==> config.mk <==
export PLATFORM = sky130hd
export DESIGN_NAME = s2x_emit
export DESIGN_NICKNAME = d
export VERILOG_FILES = /design/src/hdl/s2x_pkg.sv /design/src/hdl/s2x_kernel.sv /design/src/hdl/s2x_emit.sv
export VERILOG_INCLUDE_DIRS = /design/src /design/src/hdl
export SDC_FILE = /design/constraint.sdc
export NUM_CORES = 1
export LEC_CHECK = 0
export ABC_AREA = 1
export BUFFER_PORTS_ARGS = -buffer_cell sky130_fd_sc_hd__buf_2
export CORE_MARGIN = 2
export CORE_UTILIZATION = 50
export CTS_CLUSTER_DIAMETER = 30
export CTS_CLUSTER_SIZE = 20
export DETAILED_ROUTE_END_ITERATION = 16
export GPL_ROUTABILITY_DRIVEN = 0
export PLACE_DENSITY = 0.7
export SLEW_MARGIN = 20
export SYNTH_ARGS = -nofsm -noshare
export SYNTH_HDL_FRONTEND = slang
export SYNTH_HIERARCHICAL = 1
export SYNTH_SLANG_ARGS = --single-unit
==> constraint.sdc <==
create_clock -name clock -period 9 [get_ports clock]
set_input_delay 0.9 -clock clock [delete_from_list [all_inputs] [get_ports clock]]
set_output_delay 0.9 -clock clock [all_outputs]
set_load 0.01 [all_outputs]
==> src/hdl/assert_macros.svh <==
// Assertion macros shared by the Scale2x upscaler RTL.
// Depends on nothing; included by the modules that carry assertions.
`ifndef ASSERT_MACROS_SVH
`define ASSERT_MACROS_SVH

// Clocked assertion that is switched off while reset is high.
`define S2X_ASSERT_CLK(label, clk, rst, prop, msg) \
   label: assert property (@(posedge clk) disable iff (rst) prop) \
      else $error(msg);

// Clocked assertion that must also hold during reset.
`define S2X_ASSERT_ALWAYS(label, clk, prop, msg) \
   label: assert property (@(posedge clk) prop) \
      else $error(msg);

`endif

==> src/hdl/s2x_pkg.sv <==
// Shared types, constants and register indexes of the Scale2x upscaler.
// No dependencies; imported by every module of the block except s2x_ram.
`timescale 1ns / 1ps

package s2x_pkg;

   localparam int PIX_W          = 32;
   localparam int RGB_W          = 24;
   localparam int ROW_W          = 16;
   localparam int SRC_COL_W      = 10;
   localparam int WIDTH_REG_W    = 11;
   localparam int CSR_IDX_W      = 4;
   localparam int CSR_DATA_W     = 16;
   localparam int DEF_MAX_WIDTH  = 1024;
   localparam int NUM_BLK        = 3;

   // Register indexes on the configuration port.
   localparam logic [CSR_IDX_W-1:0] CSR_IMAGE_WIDTH  = 4'd0;
   localparam logic [CSR_IDX_W-1:0] CSR_IMAGE_HEIGHT = 4'd1;

   localparam logic [WIDTH_REG_W-1:0] RESET_WIDTH  = 11'd1024;
   localparam logic [ROW_W-1:0]       RESET_HEIGHT = 16'd1024;

   // Bit positions of the pending-block mask, in output order.
   localparam int BLK_UPPER = 0;   // block of the row above
   localparam int BLK_LEFT  = 1;   // last row: block of the previous column
   localparam int BLK_HERE  = 2;   // last row, last column: own block

   typedef logic [PIX_W-1:0] pix_type;

   // One line store entry: the row before the previous one and the previous row.
   typedef struct packed {
      pix_type older;
      pix_type prev;
   } line_word_type;

   // Centre and its four neighbours.
   typedef struct packed {
      pix_type e;
      pix_type b;
      pix_type d;
      pix_type f;
      pix_type h;
   } nbhd_type;

   typedef struct packed {
      pix_type tl;
      pix_type tr;
      pix_type bl;
      pix_type br;
   } quad_type;

   // Everything the output stage needs about one accepted pixel.
   typedef struct packed {
      pix_type              pixel;
      pix_type              cen_older;
      pix_type              cen_prev;
      pix_type              left;
      pix_type              right;
      pix_type              held;
      pix_type              held2;
      logic [ROW_W-1:0]     row;
      logic                 has_up;
      logic                 has_up2;
      logic                 has_left;
      logic                 has_left2;
      logic                 has_right;
      logic [NUM_BLK-1:0]   blk_mask;
   } item_type;

endpackage

==> src/hdl/s2x_kernel.sv <==
// Scale2x rule: turns a centre pixel and its four neighbours into a 2x2 block.
// Depends on s2x_pkg; purely combinational.
`timescale 1ns / 1ps

module s2x_kernel (
   input  s2x_pkg::nbhd_type nb,
   output s2x_pkg::quad_type quad
);

   import s2x_pkg::*;

   // Neighbours are compared on colour only; alpha is ignored.
   function automatic logic same_rgb(input pix_type a, input pix_type b);
      return a[RGB_W-1:0] == b[RGB_W-1:0];
   endfunction

   always_comb begin
      quad.tl = nb.e;
      quad.tr = nb.e;
      quad.bl = nb.e;
      quad.br = nb.e;
      if (!same_rgb(nb.b, nb.h) && !same_rgb(nb.d, nb.f)) begin
         if (same_rgb(nb.d, nb.b)) begin
            quad.tl = nb.d;
         end
         if (same_rgb(nb.b, nb.f)) begin
            quad.tr = nb.f;
         end
         if (same_rgb(nb.d, nb.h)) begin
            quad.bl = nb.d;
         end
         if (same_rgb(nb.h, nb.f)) begin
            quad.br = nb.f;
         end
      end
   end

endmodule

==> src/hdl/s2x_emit.sv <==
// Item register and result register: sends the zero to three blocks of an item.
// Depends on s2x_pkg and s2x_kernel.
`timescale 1ns / 1ps
`include "assert_macros.svh"

module s2x_emit #(
   parameter int MAX_WIDTH = s2x_pkg::DEF_MAX_WIDTH,
   localparam int COL_W = $clog2(MAX_WIDTH)
) (
   input  logic                            clock,
   input  logic                            reset,
   input  logic                            load,
   input  s2x_pkg::item_type               item_in,
   input  logic [COL_W-1:0]                col_in,
   output logic                            load_ready,
   input  logic                            rsp_ready,
   output logic                            rsp_valid,
   output s2x_pkg::quad_type               rsp_quad,
   output logic [s2x_pkg::SRC_COL_W-1:0]   rsp_col,
   output logic [s2x_pkg::ROW_W-1:0]       rsp_row,
   output logic                            rsp_last
);

   import s2x_pkg::*;

   typedef enum logic [1:0] {
      SEL_UPPER,
      SEL_LEFT,
      SEL_HERE
   } sel_type;

   item_type               item_ff;
   logic [COL_W-1:0]       col_ff;
   logic [NUM_BLK-1:0]     pend_ff, pend_in, pend_after, pend_low;
   sel_type                sel;
   nbhd_type               nb;
   quad_type               quad;
   logic [COL_W-1:0]       blk_col;
   logic [COL_W+SRC_COL_W-1:0] blk_col_wide;
   logic [ROW_W-1:0]       blk_row;
   logic                   out_free, fire;
   logic                   rsp_valid_ff, rsp_last_ff;
   quad_type               rsp_quad_ff;
   logic [SRC_COL_W-1:0]   rsp_col_ff;
   logic [ROW_W-1:0]       rsp_row_ff;

   // Blocks go out in raster order: the row above first.
   always_comb begin
      priority if (pend_ff[BLK_UPPER]) begin
         sel = SEL_UPPER;
      end else if (pend_ff[BLK_LEFT]) begin
         sel = SEL_LEFT;
      end else begin
         sel = SEL_HERE;
      end
   end

   assign pend_low   = pend_ff & (~pend_ff + 1'b1);
   assign out_free   = !rsp_valid_ff || rsp_ready;
   assign fire       = (pend_ff != '0) && out_free;
   assign pend_after = fire ? (pend_ff & ~pend_low) : pend_ff;
   assign load_ready = (pend_after == '0);
   assign pend_in    = load ? item_in.blk_mask : pend_after;

   // Missing neighbours at the image border are replaced by the centre.
   always_comb begin
      unique case (sel)
         SEL_UPPER: begin
            nb.e    = item_ff.cen_prev;
            nb.b    = item_ff.has_up2   ? item_ff.cen_older : item_ff.cen_prev;
            nb.d    = item_ff.has_left  ? item_ff.left      : item_ff.cen_prev;
            nb.f    = item_ff.has_right ? item_ff.right     : item_ff.cen_prev;
            nb.h    = item_ff.pixel;
            blk_col = col_ff;
            blk_row = item_ff.row - 1'b1;
         end
         SEL_LEFT: begin
            nb.e    = item_ff.held;
            nb.b    = item_ff.has_up    ? item_ff.left  : item_ff.held;
            nb.d    = item_ff.has_left2 ? item_ff.held2 : item_ff.held;
            nb.f    = item_ff.pixel;
            nb.h    = item_ff.held;
            blk_col = col_ff - 1'b1;
            blk_row = item_ff.row;
         end
         SEL_HERE: begin
            nb.e    = item_ff.pixel;
            nb.b    = item_ff.has_up   ? item_ff.cen_prev : item_ff.pixel;
            nb.d    = item_ff.has_left ? item_ff.held     : item_ff.pixel;
            nb.f    = item_ff.pixel;
            nb.h    = item_ff.pixel;
            blk_col = col_ff;
            blk_row = item_ff.row;
         end
         default: begin
            nb.e    = item_ff.pixel;
            nb.b    = item_ff.pixel;
            nb.d    = item_ff.pixel;
            nb.f    = item_ff.pixel;
            nb.h    = item_ff.pixel;
            blk_col = col_ff;
            blk_row = item_ff.row;
         end
      endcase
   end

   assign blk_col_wide = (COL_W + SRC_COL_W)'(blk_col);

   s2x_kernel u_kernel (
      .nb   (nb),
      .quad (quad)
   );

   always_ff @(posedge clock) begin
      if (reset) begin
         pend_ff      <= '0;
         rsp_valid_ff <= 1'b0;
      end else begin
         pend_ff      <= pend_in;
         rsp_valid_ff <= fire || (rsp_valid_ff && !rsp_ready);
      end
   end

   always_ff @(posedge clock) begin
      if (load) begin
         item_ff <= item_in;
         col_ff  <= col_in;
      end
      if (fire) begin
         rsp_quad_ff <= quad;
         rsp_col_ff  <= blk_col_wide[SRC_COL_W-1:0];
         rsp_row_ff  <= blk_row;
         rsp_last_ff <= (pend_after == '0);
      end
   end

   assign rsp_valid = rsp_valid_ff;
   assign rsp_quad  = rsp_quad_ff;
   assign rsp_col   = rsp_col_ff;
   assign rsp_row   = rsp_row_ff;
   assign rsp_last  = rsp_last_ff;

   `S2X_ASSERT_CLK(a_last_marks_end, clock, reset,
      (fire && pend_after == '0) |=> (rsp_valid_ff && rsp_last_ff),
      "final block of an item not marked as last")

endmodule

* Word level (Yosys, flattened, before mapping)
Cells that the tools add are included.
Word-level totals: register bits 414, bits of input ports 262, output and inout bits 157, word-level logic and storage cells 69
Operators by class: add/sub/neg operators 3, equality and inequality tests 8, multiplexer cells 19, bitwise logic cells 4, reductions and logical operators 12
Operators by type and width (count):
- 160-bit case mux with 3 select lines | 1
- 32-bit two-way mux | 11
- 24-bit == test | 6
- 128-bit two-way mux | 1
- 16-bit two-way mux | 1
- 16-bit by 1-bit subtractor with 16-bit output (second input constant) | 1
- 10-bit two-way mux | 1
- 10-bit by 1-bit subtractor with 10-bit output (second input constant) | 1
- 3-bit bitwise AND | 2
- 3-bit two-way mux | 2
- 3-bit inverter | 2
- 1-bit zero test | 4
- 2-bit two-way mux | 2
- 3-bit by 1-bit adder with 3-bit output (second input constant) | 1
- 1-bit logical AND | 3
- 3-bit zero test | 1
- 3-bit nonzero test | 1
- 2-bit by 1-bit == test with 1-bit output (second input constant) | 1
- 2-bit == test (second input constant) | 1
- 2-bit zero test | 1
- 1-bit logical OR | 2

* Depth between registers and ports, before layout
Gate-level depths: netlist (run 1).
depth after elaboration 8, gate-level depth with buffers 22

* Cells and area by module
Netlist (run 1), hierarchy kept.
By module, submodules not included:
- s2x_emit | instances 1, cells an instance 1456, area an instance 17445.5 sq um
- s2x_kernel | instances 1, cells an instance 1506, area an instance 6143.4 sq um

* Least setup slack after synthesis (run 1)
No wires, ideal clock.
path type input -> register, start point input port rsp_ready, end point register rsp_col_ff[0], in the netlist rsp_col[0] (enable), setup time 0.508 ns, arrival time 4.042 ns, required time 8.492 ns, path slack 4.450 ns, cell stages on the path 4, path buffers 0, cell sequence nor2_1 > inv_1 > nand2_1 > inv_1
Between the ends: longest elaborated chain between the ends 2
Ends and longest elaborated chain:
- start: declaration | RTL line s2x_emit.sv:16 | input logic rsp_ready,
- 1-bit logical OR | RTL line s2x_emit.sv:59 | assign out_free = !rsp_valid_ff || rsp_ready;
- 1-bit logical AND | RTL line s2x_emit.sv:60 | assign fire = (pend_ff != '0) && out_free;
- net fire | RTL line s2x_emit.sv:41 | logic out_free, fire;
- end signal: assignment | RTL line s2x_emit.sv:131 | rsp_col_ff <= blk_col_wide[SRC_COL_W-1:0];
- end: declaration | RTL line s2x_emit.sv:44 | logic [SRC_COL_W-1:0] rsp_col_ff;
The timed path passes the listed nets, and every way through them passes these cells. A chain may end at the register's enable or synchronous reset.

==> results of run 1 <==
## power by group
part / switching (uW) / internal (uW) / total [uW]
Combinational: 864 / 369 / 1230
Sequential: 76.0 / 2320 / 2400
Clock: 1060 / 2340 / 3390
## final cells by class
class	count	area [sq um]	share of cell area (%)
inverter	297	1120	3.94
clock inverter	61	885	3.11
clock buffer	96	2230	7.84
timing repair buffer	449	2360	8.28
sequential	406	12200	42.7
tap	600	751	2.64
antenna	15	37.5	0.132
multi-input combinational	2026	8950	31.4
## layout by cell type (no fill, tap or decap), drive strengths merged
cell / instances
a21oi: 145
and3: 1
buf: 449
bufinv: 19
clkbuf: 96
clkinv: 25
clkinvlp: 7
dfxtp: 4
diode: 15
edfxtp: 402
ha: 2
inv: 307
nand2: 1204
nand3: 203
nand3b: 1
nand4: 9
nor2: 126
nor3: 3
o211ai: 41
o21ai: 225
o221ai: 32
xnor2: 3
xor2: 31
## per-layer routing
metal / part of all wire [%] / routed length (um)
met1: 40 / 30800
met2: 42 / 32800
met3: 14 / 10900
met4: 3.8 / 2950
met5: 0.25 / 193
## how the worst max path moves through the flow
stage | from | endpoint | slack (ns) | cells after the start
global placement | pend_ff[0] | rsp_quad[42] | 3.74 | 18
finish | pend_ff[0] | rsp_quad[102] | 3.55 | 17
floorplan | rsp_ready | rsp_col[0] | 4.45 | 4
global route | pend_ff[0] | rsp_quad[44] | 3.20 | 17
CTS | pend_ff[0] | rsp_quad[94] | 3.56 | 17
detailed placement | pend_ff[0] | rsp_quad[102] | 3.62 | 18
## stage by stage
step	utilization [%]	worst slack [ns]	std cells	area, sq um
2_1_floorplan	-	4.45	2882	23000
3_3_place_gp	55.8	3.74	3778	25300
3_5_place_dp	55.8	3.62	3778	25300
4_1_cts	62.7	3.56	3935	28400
5_1_grt	62.7	3.20	3945	28500
6_report	62.8	3.55	3950	28500
## registers in the layout, indices dropped and copies added (netlist names)
| register | count |
|---|---|
| item_ff | 237 |
| rsp_valid | 1 |
| rsp_last | 1 |
| rsp_col | 10 |
| rsp_row | 16 |
| col_ff | 10 |
| rsp_quad | 128 |
| pend_ff | 3 |
==> results.json, run 1 <==
{
  "worstPathRequired_ns": 9.35,
  "relSlewSlack_pct": 29.1,
  "drt_iter0_drc": 3165,
  "drc": 0,
  "cts_root_buffer": "clkbuf_16",
  "die_h_um": 218,
  "num_io_pins": 419,
  "first_pass_iters": 6,
  "power_density_mw_per_mm2": 247,
  "path_cells": "clkinv_2, buf_4, nand2_4, a21oi_1, o21ai_0, nand3_1, inv_1, nand2_1, a21oi_1, nand2_1, nor2_1, nand3_1, nand2_2, clkinv_2, buf_6, nand2_1, nand2_1",
  "worstPathArrival_ns": 5.80,
  "slowest_stage": "nand2_2",
  "hold_end": "item_ff[110]",
  "status": "completed",
  "critPathCaptureType": "flop",
  "hold_start": "item_in[110]",
  "min_path_type": "in2reg",
  "postSynthAreaPerCell_sq_um": 7.98,
  "yosys_warnings": 6,
  "skew_ns": 0.0248,
  "grt_usage_pct": 31.9,
  "fillers": 3776,
  "initial_core_util_pct": 50.7,
  "nets": 3529,
  "netlist_instances": 2882,
  "r2r_start": "pend_ff[0]",
  "netlist_area_sq_mm": 0.0230,
  "rsz0062_at_grt": "no",
  "p_leak_uw": 0.0137,
  "critPathBufInv": 5,
  "fin_tns_setup_ns": 0,
  "cts_tree": "done",
  "worstMarginPinSlew_ns": 1.06,
  "fin_crit_sh_pct": 60.5,
  "avgRoutedWirePerCell_um": 19.7,
  "grt_pass1_vias": 20212,
  "dpl.hpwl_mm": 54.6,
  "clk_pin_slew_ns": 0.05,
  "die-area_sq_mm": 0.0477,
  "gr-max-usage-layer": "met2",
  "num_vias": 22080,
  "r2r_slack_ns": 3.55,
  "max_stage_delay_ns": 0.66,
  "cts_buffers": 85,
  "syn_to_final_growth_pct": 23.9,
  "drt_wl_total_mm": 77.7,
  "whs_ns": 0.451,
  "period_needed_ns": 5.45,
  "clockBufferDepth": 3,
  "grt.met2_usage_pct": 45.5,
  "drv_cap": 0,
  "core_sq_mm": 0.0454,
  "max_freq_ghz": 0.184,
  "cp-start-kind": "flop",
  "irDropWorstVdd_mv": 0.217,
  "finalPower_uw": 7020,
  "critPathKind": "reg2reg",
  "use_met3_pct": 10.4,
  "crit_top_cell": "nand2_1",
  "grt_max_degree": 129,
  "path_max_fanout": 128,
  "ff2ff_path_depth": 17,
  "worstSkewPairLatency_ns": 0.62,
  "hold_depth": 1,
  "rows": 78,
  "grt_antenna_before_repair": 32,
  "drive_above_1_share_pct": 19.0,
  "ctsHoldBuffers": 0,
  "drv_slew": 0,
  "vias_per_cell": 5.59,
  "cts_sinks": 406,
  "synth_nets": 3146,
  "grt_use_met1_pct": 44.4,
  "io_buffers": 410,
  "crit_family": "simple AND/OR/NAND/NOR gates",
  "die_width_um": 218,
  "post_cts_buffers": 0,
  "setup_viol": 0,
  "globalRouteOverflowTotal": 0,
  "h-tree-depth": 3,
  "reg2reg_to": "rsp_quad[102]",
  "finalHoldViolCount": 0,
  "grt_pass1_wl_mm": 115,
  "ant_nets": 0,
  "cts_resized": 0
}
(Power assumes the default switching activity.)
==> run 2, diff against run 1 <==
Settings changed: PLACE_DENSITY 0.7 to 0.72.
Clock period 9 ns to 4.7 ns, I/O delays scaled along.
==> run 2 against run 1 <==
Compared with the run above:
- die area unchanged
- cell count up 3.2%
- total power up 91%
- clock skew up 0.0092 ns
- wire length up 4.4%
- critical endpoint is now rsp_quad[13]
- highest routed layer unchanged
==> results.json, run 2 (synthesized netlist as in run 1, its figures left out) <==
{
  "status": "completed",
  "power_switching_uw": 3990,
  "worstPathArrival_ns": 4.58,
  "rows": 78,
  "grt_max_degree": 129,
  "final_common_cell": "nand2_1",
  "cp-start-kind": "flop",
  "final_cell_mix": "nand2_1 (1200), buf_2 (409), edfxtp_1 (402), inv_1 (271), o21ai_0 (215)",
  "syn_to_final_growth_pct": 29.6,
  "finalPower_uw": 13400,
  "regMostFlops": "item_ff",
  "num_vias": 23068,
  "cts_resized": 0,
  "ant_nets": 0,
  "power_density_mw_per_mm2": 450,
  "grt_pass1_wl_mm": 120,
  "switching_share_pct": 29.8,
  "hold_depth": 1,
  "r2r_start": "pend_ff[1]",
  "drv_slew": 0,
  "worstSkewPairLatency_ns": 0.63,
  "fin_tns_setup_ns": 0,
  "worstMarginPinSlew_ns": 1.24,
  "core_sq_mm": 0.0454,
  "first_pass_iters": 8,
  "die-area_sq_mm": 0.0477,
  "period_needed_ns": 4.24,
  "worstPathRequired_ns": 5.04,
  "largest_reg_flops": 237,
  "post_cts_buffers": 0,
  "max_freq_ghz": 0.236,
  "drt_iter0_drc": 3342,
  "p_leak_uw": 0.0143,
  "clk_pin_slew_ns": 0.05,
  "nets": 3658,
  "cts_buffers": 87,
  "dpl.hpwl_mm": 54.9,
  "io_buffers": 410,
  "critPathCaptureType": "flop",
  "fin_crit_sh_pct": 90.2,
  "clock_power_share_pct": 47.1,
  "clockBufferDepth": 3,
  "seqPwrFrac_pct": 34.3,
  "drv_cap": 0,
  "die_h_um": 218,
  "reg2reg_to": "rsp_quad[13]",
  "grt_pass1_vias": 21424,
  "cts_sinks": 406,
  "irDropWorstVdd_mv": 0.445,
  "hold_end": "item_ff[22]",
  "cts_tree": "done",
  "drive_above_1_share_pct": 18.2,
  "drc": 0,
  "rsz0062_at_grt": "no",
  "globalRouteOverflowTotal": 0,
  "stdcell_count": 4077,
  "min_path_type": "in2reg",
  "initial_core_util_pct": 50.7,
  "relSlewSlack_pct": 16.5,
  "ff2ff_path_depth": 16,
  "setup_viol": 0,
  "vias_per_cell": 5.66,
  "h-tree-depth": 3,
  "finalHoldViolCount": 0,
  "fin_util_pct": 65.7,
  "critPathKind": "reg2reg",
  "p_int_uw": 9410,
  "path_max_fanout": 35,
  "cts_root_buffer": "clkbuf_16",
  "dp.cells": 3771,
  "avgRoutedWirePerCell_um": 19.9,
  "hold_start": "item_in[22]",
  "drt_wl_total_mm": 81.1,
  "r2r_slack_ns": 0.46,
  "num_io_pins": 419,
  "grt_antenna_before_repair": 15,
  "grt_usage_pct": 33.1,
  "skew_ns": 0.0340,
  "die_width_um": 218,
  "pwr-share-comb_pct": 18.6
}
==> run 2: changes by cell type in the layout (fill, tap and decap cells not counted), moves of 5 or more <==
cell	previous run	this run
clkinv_2	7	13
bufinv_16	19	13
dlygate4sd3_1	0	134
buf_12	0	7
buf_4	38	24
inv_6	14	9
==> run 2: final cells by class <==
class	count	area, sq um
inverter	297	1120
fill	3486	15600
tap	600	751
antenna	11	27.5
timing repair buffer	576	3730
clock inverter	69	852
clock buffer	92	2220
multi-input combinational	2026	8950
sequential	406	12200
==> run 2: power by group through the flow <==
stage	clock (uW)	combinational, uW	sequential (uW)
finish	6310	2490	4600
global route	6550	2710	4620
CTS	6340	2400	4590
detailed placement	0	2290	4650
global placement	0	2220	4640
floorplan	0	1350	4720
==> run 2: worst max path at each step <==
stage | from | endpoint | slack, ns
CTS | pend_ff[0] | rsp_quad[46] | 0.77
detailed placement | pend_ff[1] | rsp_quad[13] | 0.81
floorplan | pend_ff[0] | rsp_col[0] | 0.57
finish | pend_ff[1] | rsp_quad[13] | 0.46
global placement | pend_ff[0] | rsp_quad[11] | 0.85
global route | pend_ff[1] | rsp_quad[2] | 0.31
==> run 2: worst max-delay path, stage by stage (launching register included) <==
cell	delay (ns)
dfxtp_1	0.42
inv_2	0.10
nor2_4	0.56
buf_12	0.29
nand2_1	0.09
o21ai_0	0.21
inv_1	0.16
nand2_1	0.09
nand2_1	0.07
nor2_1	0.37
nand2_1	0.19
nor2_1	0.16
nand3_2	0.72
nand2_1	0.26
nand2_1	0.07
nand2_1	0.06
nand2_1	0.08
==> run 2: timing repair <==
item,in CTS,in global routing
hold buffers,134,0
setup endpoints to repair,0,0
hold endpoints to repair,134,0
==> run 2: through the flow <==
stage | hold slack [ns] | instance area [sq um] | worst slack [ns]
finish | 0.0229 | 29800 | 0.460
detailed placement | 0.535 | 25400 | 0.810
CTS | 0.000187 | 29800 | 0.768
floorplan | 0.469 | 23000 | 0.572
global route | 0.00425 | 29800 | 0.314
global placement | 0.491 | 25400 | 0.849
==> run 2: metal layers <==
| layer | up-vias | track usage (%) | wire length, um |
|---|---|---|---|
| li1 | 10549 | - | - |
| met1 | 10531 | 45.2 | 31900 |
| met2 | 1718 | 49.6 | 35600 |
| met3 | 262 | 8.85 | 10500 |
| met4 | 8 | 14.8 | 3100 |
| met5 | - | 0 | 49 |
